[src/sv/mhpq_pkg.sv]
package mhpq_pkg;

    localparam int CAPACITY   = 32;
    localparam int VALUE_BITS = 16;
    localparam int IDX_W      = $clog2(CAPACITY);
    localparam int CNT_W      = $clog2(CAPACITY + 1);
    // child index arithmetic: 2*pos+2 must not wrap
    localparam int KID_W      = IDX_W + 2;

    localparam int FIELD_W = 16;
    localparam int STAT_W  = 2;
    localparam int OCC_W   = 6;

    localparam logic MODE_PUSH = 1'b0;
    localparam logic MODE_POP  = 1'b1;

    localparam logic [STAT_W-1:0] ST_PUSHED = 2'd0;
    localparam logic [STAT_W-1:0] ST_POPPED = 2'd1;
    localparam logic [STAT_W-1:0] ST_FULL   = 2'd2;
    localparam logic [STAT_W-1:0] ST_EMPTY  = 2'd3;

    typedef struct packed {
        logic               mode;
        logic [FIELD_W-1:0] push_value;
    } t_in;

    typedef struct packed {
        logic [FIELD_W-1:0] popped_value;
        logic [STAT_W-1:0]  status;
        logic [OCC_W-1:0]   occupancy;
    } t_out;

endpackage

[src/sv/mhpq_ram.sv]
module mhpq_ram #(
    parameter int DEPTH = 32,
    parameter int WIDTH = 16,
    parameter int AW    = $clog2(DEPTH)
) (
    input  logic             i_clk,
    input  logic             i_we,
    input  logic [AW-1:0]    i_waddr,
    input  logic [WIDTH-1:0] i_wdata,
    input  logic             i_re,
    input  logic [AW-1:0]    i_raddr,
    output logic [WIDTH-1:0] o_rdata
);

    logic [WIDTH-1:0] r_mem [DEPTH];
    logic [WIDTH-1:0] r_rdata;

    always_ff @(posedge i_clk) begin
        if (i_we) begin
            r_mem[i_waddr] <= i_wdata;
        end
    end

    always_ff @(posedge i_clk) begin
        if (i_re) begin
            r_rdata <= r_mem[i_raddr];
        end
    end

    assign o_rdata = r_rdata;

endmodule

[src/sv/min_heap_priority_queue_top.sv]
// Binary min-heap priority queue, 32 entries of 16 bits.
// Command channel: present i_cmd with start high; the command is taken at a
// clock edge where start is high and busy is low. mode 0 pushes push_value,
// mode 1 pops the smallest entry.
// Result channel: o_done is high for exactly one cycle with o_result valid;
// the receiver cannot stall, so every result must be taken in that cycle.
// Each result carries the popped value (zero unless popped), a status
// (pushed, popped, push dropped full, pop on empty) and the occupancy after
// the command.
// A full push or an empty pop is answered from idle; a push climbs the heap
// level by level, a pop reads the root and the last entry, then descends.
// Each heap level costs one read of the single-port-read heap memory plus a
// compare, and on the way down a read of each child (the right one only
// when it exists).
// busy stays high until the result cycle, and a new command may be taken in
// the very cycle o_done is shown.
// Reset clears the entry count and the sequencer; memory contents are left
// as they are, since only entries below the count are ever read.
module min_heap_priority_queue_top (
    input  logic           i_clk,
    input  logic           i_rst_n,
    input  logic           start,
    input  mhpq_pkg::t_in  i_cmd,
    output logic           busy,
    output logic           o_done,
    output mhpq_pkg::t_out o_result
);
    import mhpq_pkg::*;

    localparam logic [3:0] S_IDLE    = 4'd0;
    localparam logic [3:0] S_PU_RD   = 4'd1;
    localparam logic [3:0] S_PU_CMP  = 4'd2;
    localparam logic [3:0] S_PO_ROOT = 4'd3;
    localparam logic [3:0] S_PO_LAST = 4'd4;
    localparam logic [3:0] S_DN_L    = 4'd5;
    localparam logic [3:0] S_DN_R    = 4'd6;
    localparam logic [3:0] S_DN_CMP  = 4'd7;

    logic [3:0]            r_state, n_state;
    logic [CNT_W-1:0]      r_count, n_count;
    logic [IDX_W-1:0]      r_pos, n_pos;
    logic [VALUE_BITS-1:0] r_val, n_val;
    logic [VALUE_BITS-1:0] r_left, n_left;
    logic [VALUE_BITS-1:0] r_popped, n_popped;
    logic                  r_done, n_done;
    t_out                  r_res, n_res;

    logic                  we, re;
    logic [IDX_W-1:0]      waddr, raddr;
    logic [VALUE_BITS-1:0] wdata, rdata;

    logic                  accept;
    logic [IDX_W-1:0]      parent;
    logic [KID_W-1:0]      kid_l, kid_r, cnt_w;
    logic                  has_l, has_r, take_r;
    logic [VALUE_BITS-1:0] pick;
    logic [IDX_W-1:0]      pick_idx;

    mhpq_ram #(
        .DEPTH (CAPACITY),
        .WIDTH (VALUE_BITS),
        .AW    (IDX_W)
    ) u_ram (
        .i_clk   (i_clk),
        .i_we    (we),
        .i_waddr (waddr),
        .i_wdata (wdata),
        .i_re    (re),
        .i_raddr (raddr),
        .o_rdata (rdata)
    );

    assign accept   = start && (r_state == S_IDLE);
    assign parent   = IDX_W'((r_pos - IDX_W'(1)) >> 1);
    assign kid_l    = KID_W'({r_pos, 1'b1});
    assign kid_r    = kid_l + KID_W'(1);
    assign cnt_w    = KID_W'(r_count);
    assign has_l    = kid_l < cnt_w;
    assign has_r    = kid_r < cnt_w;
    // left child wins a tie
    assign take_r   = has_r && (r_left > rdata);
    assign pick     = take_r ? rdata : r_left;
    assign pick_idx = take_r ? kid_r[IDX_W-1:0] : kid_l[IDX_W-1:0];

    always_comb begin
        n_state  = r_state;
        n_count  = r_count;
        n_pos    = r_pos;
        n_val    = r_val;
        n_left   = r_left;
        n_popped = r_popped;
        n_done   = 1'b0;
        n_res    = r_res;
        we       = 1'b0;
        waddr    = r_pos;
        wdata    = r_val;
        re       = 1'b0;
        raddr    = '0;

        unique case (r_state)
            S_IDLE: begin
                if (accept) begin
                    if (i_cmd.mode == MODE_PUSH) begin
                        if (r_count >= CNT_W'(CAPACITY)) begin
                            // drop the beat, heap unchanged
                            n_done = 1'b1;
                            n_res  = '{popped_value: '0, status: ST_FULL,
                                       occupancy: OCC_W'(r_count)};
                        end else begin
                            n_val   = i_cmd.push_value[VALUE_BITS-1:0];
                            n_pos   = r_count[IDX_W-1:0];
                            n_count = r_count + CNT_W'(1);
                            n_state = S_PU_RD;
                        end
                    end else begin
                        if (r_count == '0) begin
                            n_done = 1'b1;
                            n_res  = '{popped_value: '0, status: ST_EMPTY,
                                       occupancy: '0};
                        end else begin
                            n_count = r_count - CNT_W'(1);
                            re      = 1'b1;
                            raddr   = '0;
                            n_state = S_PO_ROOT;
                        end
                    end
                end
            end
            S_PU_RD: begin
                if (r_pos == '0) begin
                    we      = 1'b1;
                    n_done  = 1'b1;
                    n_res   = '{popped_value: '0, status: ST_PUSHED,
                                occupancy: OCC_W'(r_count)};
                    n_state = S_IDLE;
                end else begin
                    re      = 1'b1;
                    raddr   = parent;
                    n_state = S_PU_CMP;
                end
            end
            S_PU_CMP: begin
                we = 1'b1;
                if (rdata <= r_val) begin
                    n_done  = 1'b1;
                    n_res   = '{popped_value: '0, status: ST_PUSHED,
                                occupancy: OCC_W'(r_count)};
                    n_state = S_IDLE;
                end else begin
                    // move the parent down into the hole
                    wdata   = rdata;
                    n_pos   = parent;
                    n_state = S_PU_RD;
                end
            end
            S_PO_ROOT: begin
                n_popped = rdata;
                re       = 1'b1;
                raddr    = r_count[IDX_W-1:0];
                n_state  = S_PO_LAST;
            end
            S_PO_LAST: begin
                n_val   = rdata;
                n_pos   = '0;
                n_state = S_DN_L;
            end
            S_DN_L: begin
                if (!has_l) begin
                    we      = 1'b1;
                    n_done  = 1'b1;
                    n_res   = '{popped_value: FIELD_W'(r_popped), status: ST_POPPED,
                                occupancy: OCC_W'(r_count)};
                    n_state = S_IDLE;
                end else begin
                    re      = 1'b1;
                    raddr   = kid_l[IDX_W-1:0];
                    n_state = S_DN_R;
                end
            end
            S_DN_R: begin
                n_left  = rdata;
                re      = has_r;
                raddr   = kid_r[IDX_W-1:0];
                n_state = S_DN_CMP;
            end
            S_DN_CMP: begin
                we = 1'b1;
                if (pick > r_val) begin
                    n_done  = 1'b1;
                    n_res   = '{popped_value: FIELD_W'(r_popped), status: ST_POPPED,
                                occupancy: OCC_W'(r_count)};
                    n_state = S_IDLE;
                end else begin
                    // lift the smaller child into the hole
                    wdata   = pick;
                    n_pos   = pick_idx;
                    n_state = S_DN_L;
                end
            end
            default: begin
                n_state = S_IDLE;
            end
        endcase
    end

    always_ff @(posedge i_clk) begin
        if (!i_rst_n) begin
            r_state <= S_IDLE;
            r_count <= '0;
            r_done  <= 1'b0;
        end else begin
            r_state <= n_state;
            r_count <= n_count;
            r_done  <= n_done;
        end
    end

    always_ff @(posedge i_clk) begin
        r_pos    <= n_pos;
        r_val    <= n_val;
        r_left   <= n_left;
        r_popped <= n_popped;
        r_res    <= n_res;
    end

    assign busy     = (r_state != S_IDLE);
    assign o_done   = r_done;
    assign o_result = r_res;

    a_done_idle: assert property (@(posedge i_clk) disable iff (!i_rst_n)
        o_done |-> !busy)
        else $error("result strobe while sequencer busy");

    a_count_cap: assert property (@(posedge i_clk) disable iff (!i_rst_n)
        r_count <= CNT_W'(CAPACITY))
        else $error("entry count beyond capacity");

    a_full_occ: assert property (@(posedge i_clk) disable iff (!i_rst_n)
        (o_done && o_result.status == ST_FULL) |->
            (o_result.occupancy == OCC_W'(CAPACITY)))
        else $error("full status with heap not full");

    a_empty_res: assert property (@(posedge i_clk) disable iff (!i_rst_n)
        (o_done && o_result.status == ST_EMPTY) |->
            (o_result.occupancy == '0 && o_result.popped_value == '0))
        else $error("empty status with entries or value");

    a_accept_progress: assert property (@(posedge i_clk) disable iff (!i_rst_n)
        accept |=> (o_done || busy))
        else $error("accepted beat neither answered nor in progress");

endmodule
[config.mk]
export PLATFORM = sky130hd
export DESIGN_NAME = min_heap_priority_queue_top
export DESIGN_NICKNAME = d
export VERILOG_FILES = /design/src/sv/mhpq_pkg.sv /design/src/sv/mhpq_ram.sv /design/src/sv/min_heap_priority_queue_top.sv
export SDC_FILE = /design/constraint.sdc
export NUM_CORES = 1
export LEC_CHECK = 0
export ABC_CLOCK_PERIOD_IN_PS = 6400
export BUFFER_PORTS_ARGS = -buffer_cell sky130_fd_sc_hd__buf_4
export CORE_AREA = 2 2 214 216
export CTS_CLUSTER_DIAMETER = 120
export CTS_CLUSTER_SIZE = 20
export DETAILED_ROUTE_END_ITERATION = 6
export DIE_AREA = 0 0 216 218
export PLACE_DENSITY = 0.76
export SETUP_SLACK_MARGIN = 0.2
export SYNTH_ARGS = -nofsm -noshare
export SYNTH_HDL_FRONTEND = slang
export SYNTH_SLANG_ARGS = --single-unit
export TNS_END_PERCENT = 30
[constraint.sdc]
create_clock -name i_clk -period 6.4 [get_ports i_clk]
set_clock_uncertainty 0.05 [all_clocks]
set_input_delay 1.92 -clock i_clk [delete_from_list [all_inputs] [get_ports i_clk]]
set_output_delay 1.92 -clock i_clk [all_outputs]
set_load 0.01 [all_outputs]
==> metrics.yaml <==
cts_resized: 0
end_kind: "register"
io_pins: 46
relSlewSlack_pct: 14.5
r2r_end: "u_ram.r_mem[4][7]"
ff2ff_path_depth: 20
via_per_inst: 6.72
rsz0062_at_grt: "yes"
holdPathEnd: "r_count[5]"
status: "complete, no violations"
first_pass_iters: 6
path_class: "register to register"
synth_area_sq_um: 26500
slowest_delay_ns: 0.87
ctsHoldBuffers: 0
power.total_uw: 13000
synthDominantCellAreaShare_pct: 68.4
grt_pass1_vias: 16300
grt_usage_pct: 31.2
overflow: 0
cts_sinks: 615
period_minus_slack_ns: 6.09
power.leakage_uw: 0.0101
timing.rr.start: "r_pos[0]"
wl_per_cell_um: 28.7
cp.arrival_ns: 6.26
ys_top_cells_by_area: "edfxtp_1, nand2_1, mux2i_1, ha_1, a21oi_1"
yosysWarnings: 0
seq_area_frac_synth_pct: 69.2
ys_types: 65
design.core.area_sq_um: 44900
power_density_nw_per_um2: 452
grt_pass1_wl_mm: 107
cts_setup_buffers: 0
grt_max_degree: 81
drtIter0Drc: 2878
final_util_pct: 64.1
cts_buffer_depth: 3
whs_path_depth: 2
diodes: 0
cts_tree: "built"
cts_max_level: 2
setup_tns_ns: 0
ys_ff_latch: 615
synth_area_per_cell_sq_um: 13.9
cts_buffers: 36
fin_crit_sh_pct: 95.2
synthArstFlopShare_pct: 0
cp_max_fo: 39
clk_latency_ns: 0.59
synth-edff-count: 605
rows: 78
ant_nets: 0
dp.cells: 2520
critical-path-slowest-cell: "a221o_1"
peakVddDrop_v: 0.000291
routabilityCongestion: 0.902
io_buffers: 45
setup_viol: 0
antenna_found_initial: 2
hold_class: "register to register"
totalWireLength_mm: 73.6
fmax_ghz: 0.164
syn_inst: 1904
hold_violations: 0
synth_top_area_cell: "edfxtp_1"
synthFlopType: "edfxtp_1"
cap_violations: 0
stdcell_count: 2566
die_h_um: 218
worstPathRequired_ns: 6.56
start_kind: "register"
layout-drive-gt1-share_pct: 11.2
nNetsFinal: 2051
crit_chain: "inv_1 -> ha_1 -> ha_1 -> o21a_1 -> o21a_1 -> o211ai_1 -> o311ai_1 -> or3_1 -> buf_4 -> nand2_1 -> o21ai_0 -> ha_1 -> nand3_1 -> or2_2 -> nor3_1 -> a41oi_1 -> o21a_1 -> o32ai_4 -> buf_12 -> a221o_1"
syn_to_final_growth_pct: 8.47
vias: 17200
dieArea_sq_um: 47100
hp-start: "r_count[5]"
drc: 0
initial_core_util_pct: 59.1
cts_root_buffer: "clkbuf_16"
die_w_um: 216
slew_viol_final: 0
reg2reg_slack_ns: 0.31
dp_hpwl_mm: 43.5
worst_pin_slew_ns: 1.28
clk_pin_slew_ns: 0.09
syn_nets: 1997
[critical path: cells and delay by family (launching register included)]
family | cells | cell delay [ns]
AOI/OAI and AO/OA | 9 | 2.24
adders and majority gates | 3 | 0.96
buffers and inverters | 3 | 0.77
DFF | 1 | 0.48
and+or+nand+nor | 5 | 1.16
[synthesized netlist by cell type (5+ instances only)]
master / number
nor4_2: 7
o32ai_1: 33
edfxtp_1: 605
o21ai_1: 6
nand4_1: 10
nand2_1: 286
o21a_1: 11
dfxtp_1: 10
nand3_1: 12
a211oi_1: 34
nor2_1: 64
buf_2: 48
and3_1: 61
o21bai_1: 5
o22ai_1: 44
o211ai_1: 5
buf_4: 12
clkbuf_1: 43
or3_1: 5
nor2b_1: 9
mux2_1: 16
a31oi_1: 29
xnor2_1: 9
a22oi_1: 29
a21oi_1: 137
a221o_1: 17
nor4_1: 9
o21ai_0: 29
ha_1: 72
mux2i_1: 97
inv_1: 52
a21o_1: 16
nor3_1: 8
mux2_2: 25
[kinds of logic after synthesis]
kind of cell    after synthesis  share of synthesized area, %
fa+ha+maj                    73                          3.47
simple gates                495                          8.66
flops                       615                          69.2
compound gates              410                          10.1
xor+xnor                     13                         0.429
buf+inv                     160                          2.74
mux                         138                          5.40
[sequential cells by signal (all words and copies together) (netlist names)]
register	count
r_left	16
r_count	6
r_state	3
o_result	24
u_ram.o_rdata	16
r_pos	5
u_ram.r_mem	512
o_done	1
r_val	16
r_popped	16
[routing by layer]
layer  global-route usage (%)  share of wire [%]
met5                        0              0.037
met4                     13.6                4.9
met3                     6.49                 13
met2                     48.2                 45
met1                     43.5                 37
[cells in the final DEF, fill, tap and decap left out, types with 5 or more instances in the layout]
cell and instances:
nand4_1 10, clkbuf_1 6, o21bai_1 5, a21oi_1 137
nand3_1 12, a211oi_1 34, dfxtp_1 10, ha_1 72
a22oi_1 29, and3_1 61, nor4_1 9, xnor2_1 9
nor3_1 8, o32ai_1 33, o22ai_1 44, nor2b_1 9
a31oi_1 29, buf_4 119, edfxtp_1 605, clkbuf_16 36
o211ai_1 5, o21a_1 11, mux2_2 25, mux2i_1 97
buf_12 5, o21ai_1 6, or3_1 5, a221o_1 12
nor2_1 61, nor4_2 7, mux2_1 16, nand2_1 285
inv_1 52, a21o_1 15, a221o_2 5, o21ai_0 29
[how the worst max path moves through the flow]
stage / startpoint / end / slack, ns
floorplan: r_pos[0] / u_ram.r_mem[0][10] / 0.90
global placement: r_pos[0] / u_ram.r_mem[17][14] / 0.52
detailed placement: r_pos[0] / u_ram.r_mem[19][4] / 0.36
CTS: r_pos[0] / u_ram.r_mem[1][4] / 0.29
global route: r_pos[0] / u_ram.r_mem[4][5] / 0.05
finish: r_pos[0] / u_ram.r_mem[4][7] / 0.31
[metrics by stage]
stage	instance area (sq um)	setup slack (ns)	hold slack (ns)
floorplan	26500	0.897	0.444
detailed placement	27800	0.362	0.472
finish	28800	0.308	0.481
CTS	28800	0.287	0.486
global route	28800	0.0540	0.526
global placement	27800	0.523	0.455
[report_power, final]
group	total, uW	internal [uW]	switching (uW)
Combinational	5040	1670	3370
Sequential	5680	5410	278
Clock	2290	1040	1250
[final cells by class]
class,count,area [sq um]
flip-flops and latches,615,18400
fillers,3195,16100
multi-input cells,1129,7510
repair buffers,124,993
clock buffers,42,923
well taps,600,751
inverters,52,195
clock inverters,4,56.3
Note: power is estimated with default switching activity, not from simulation.
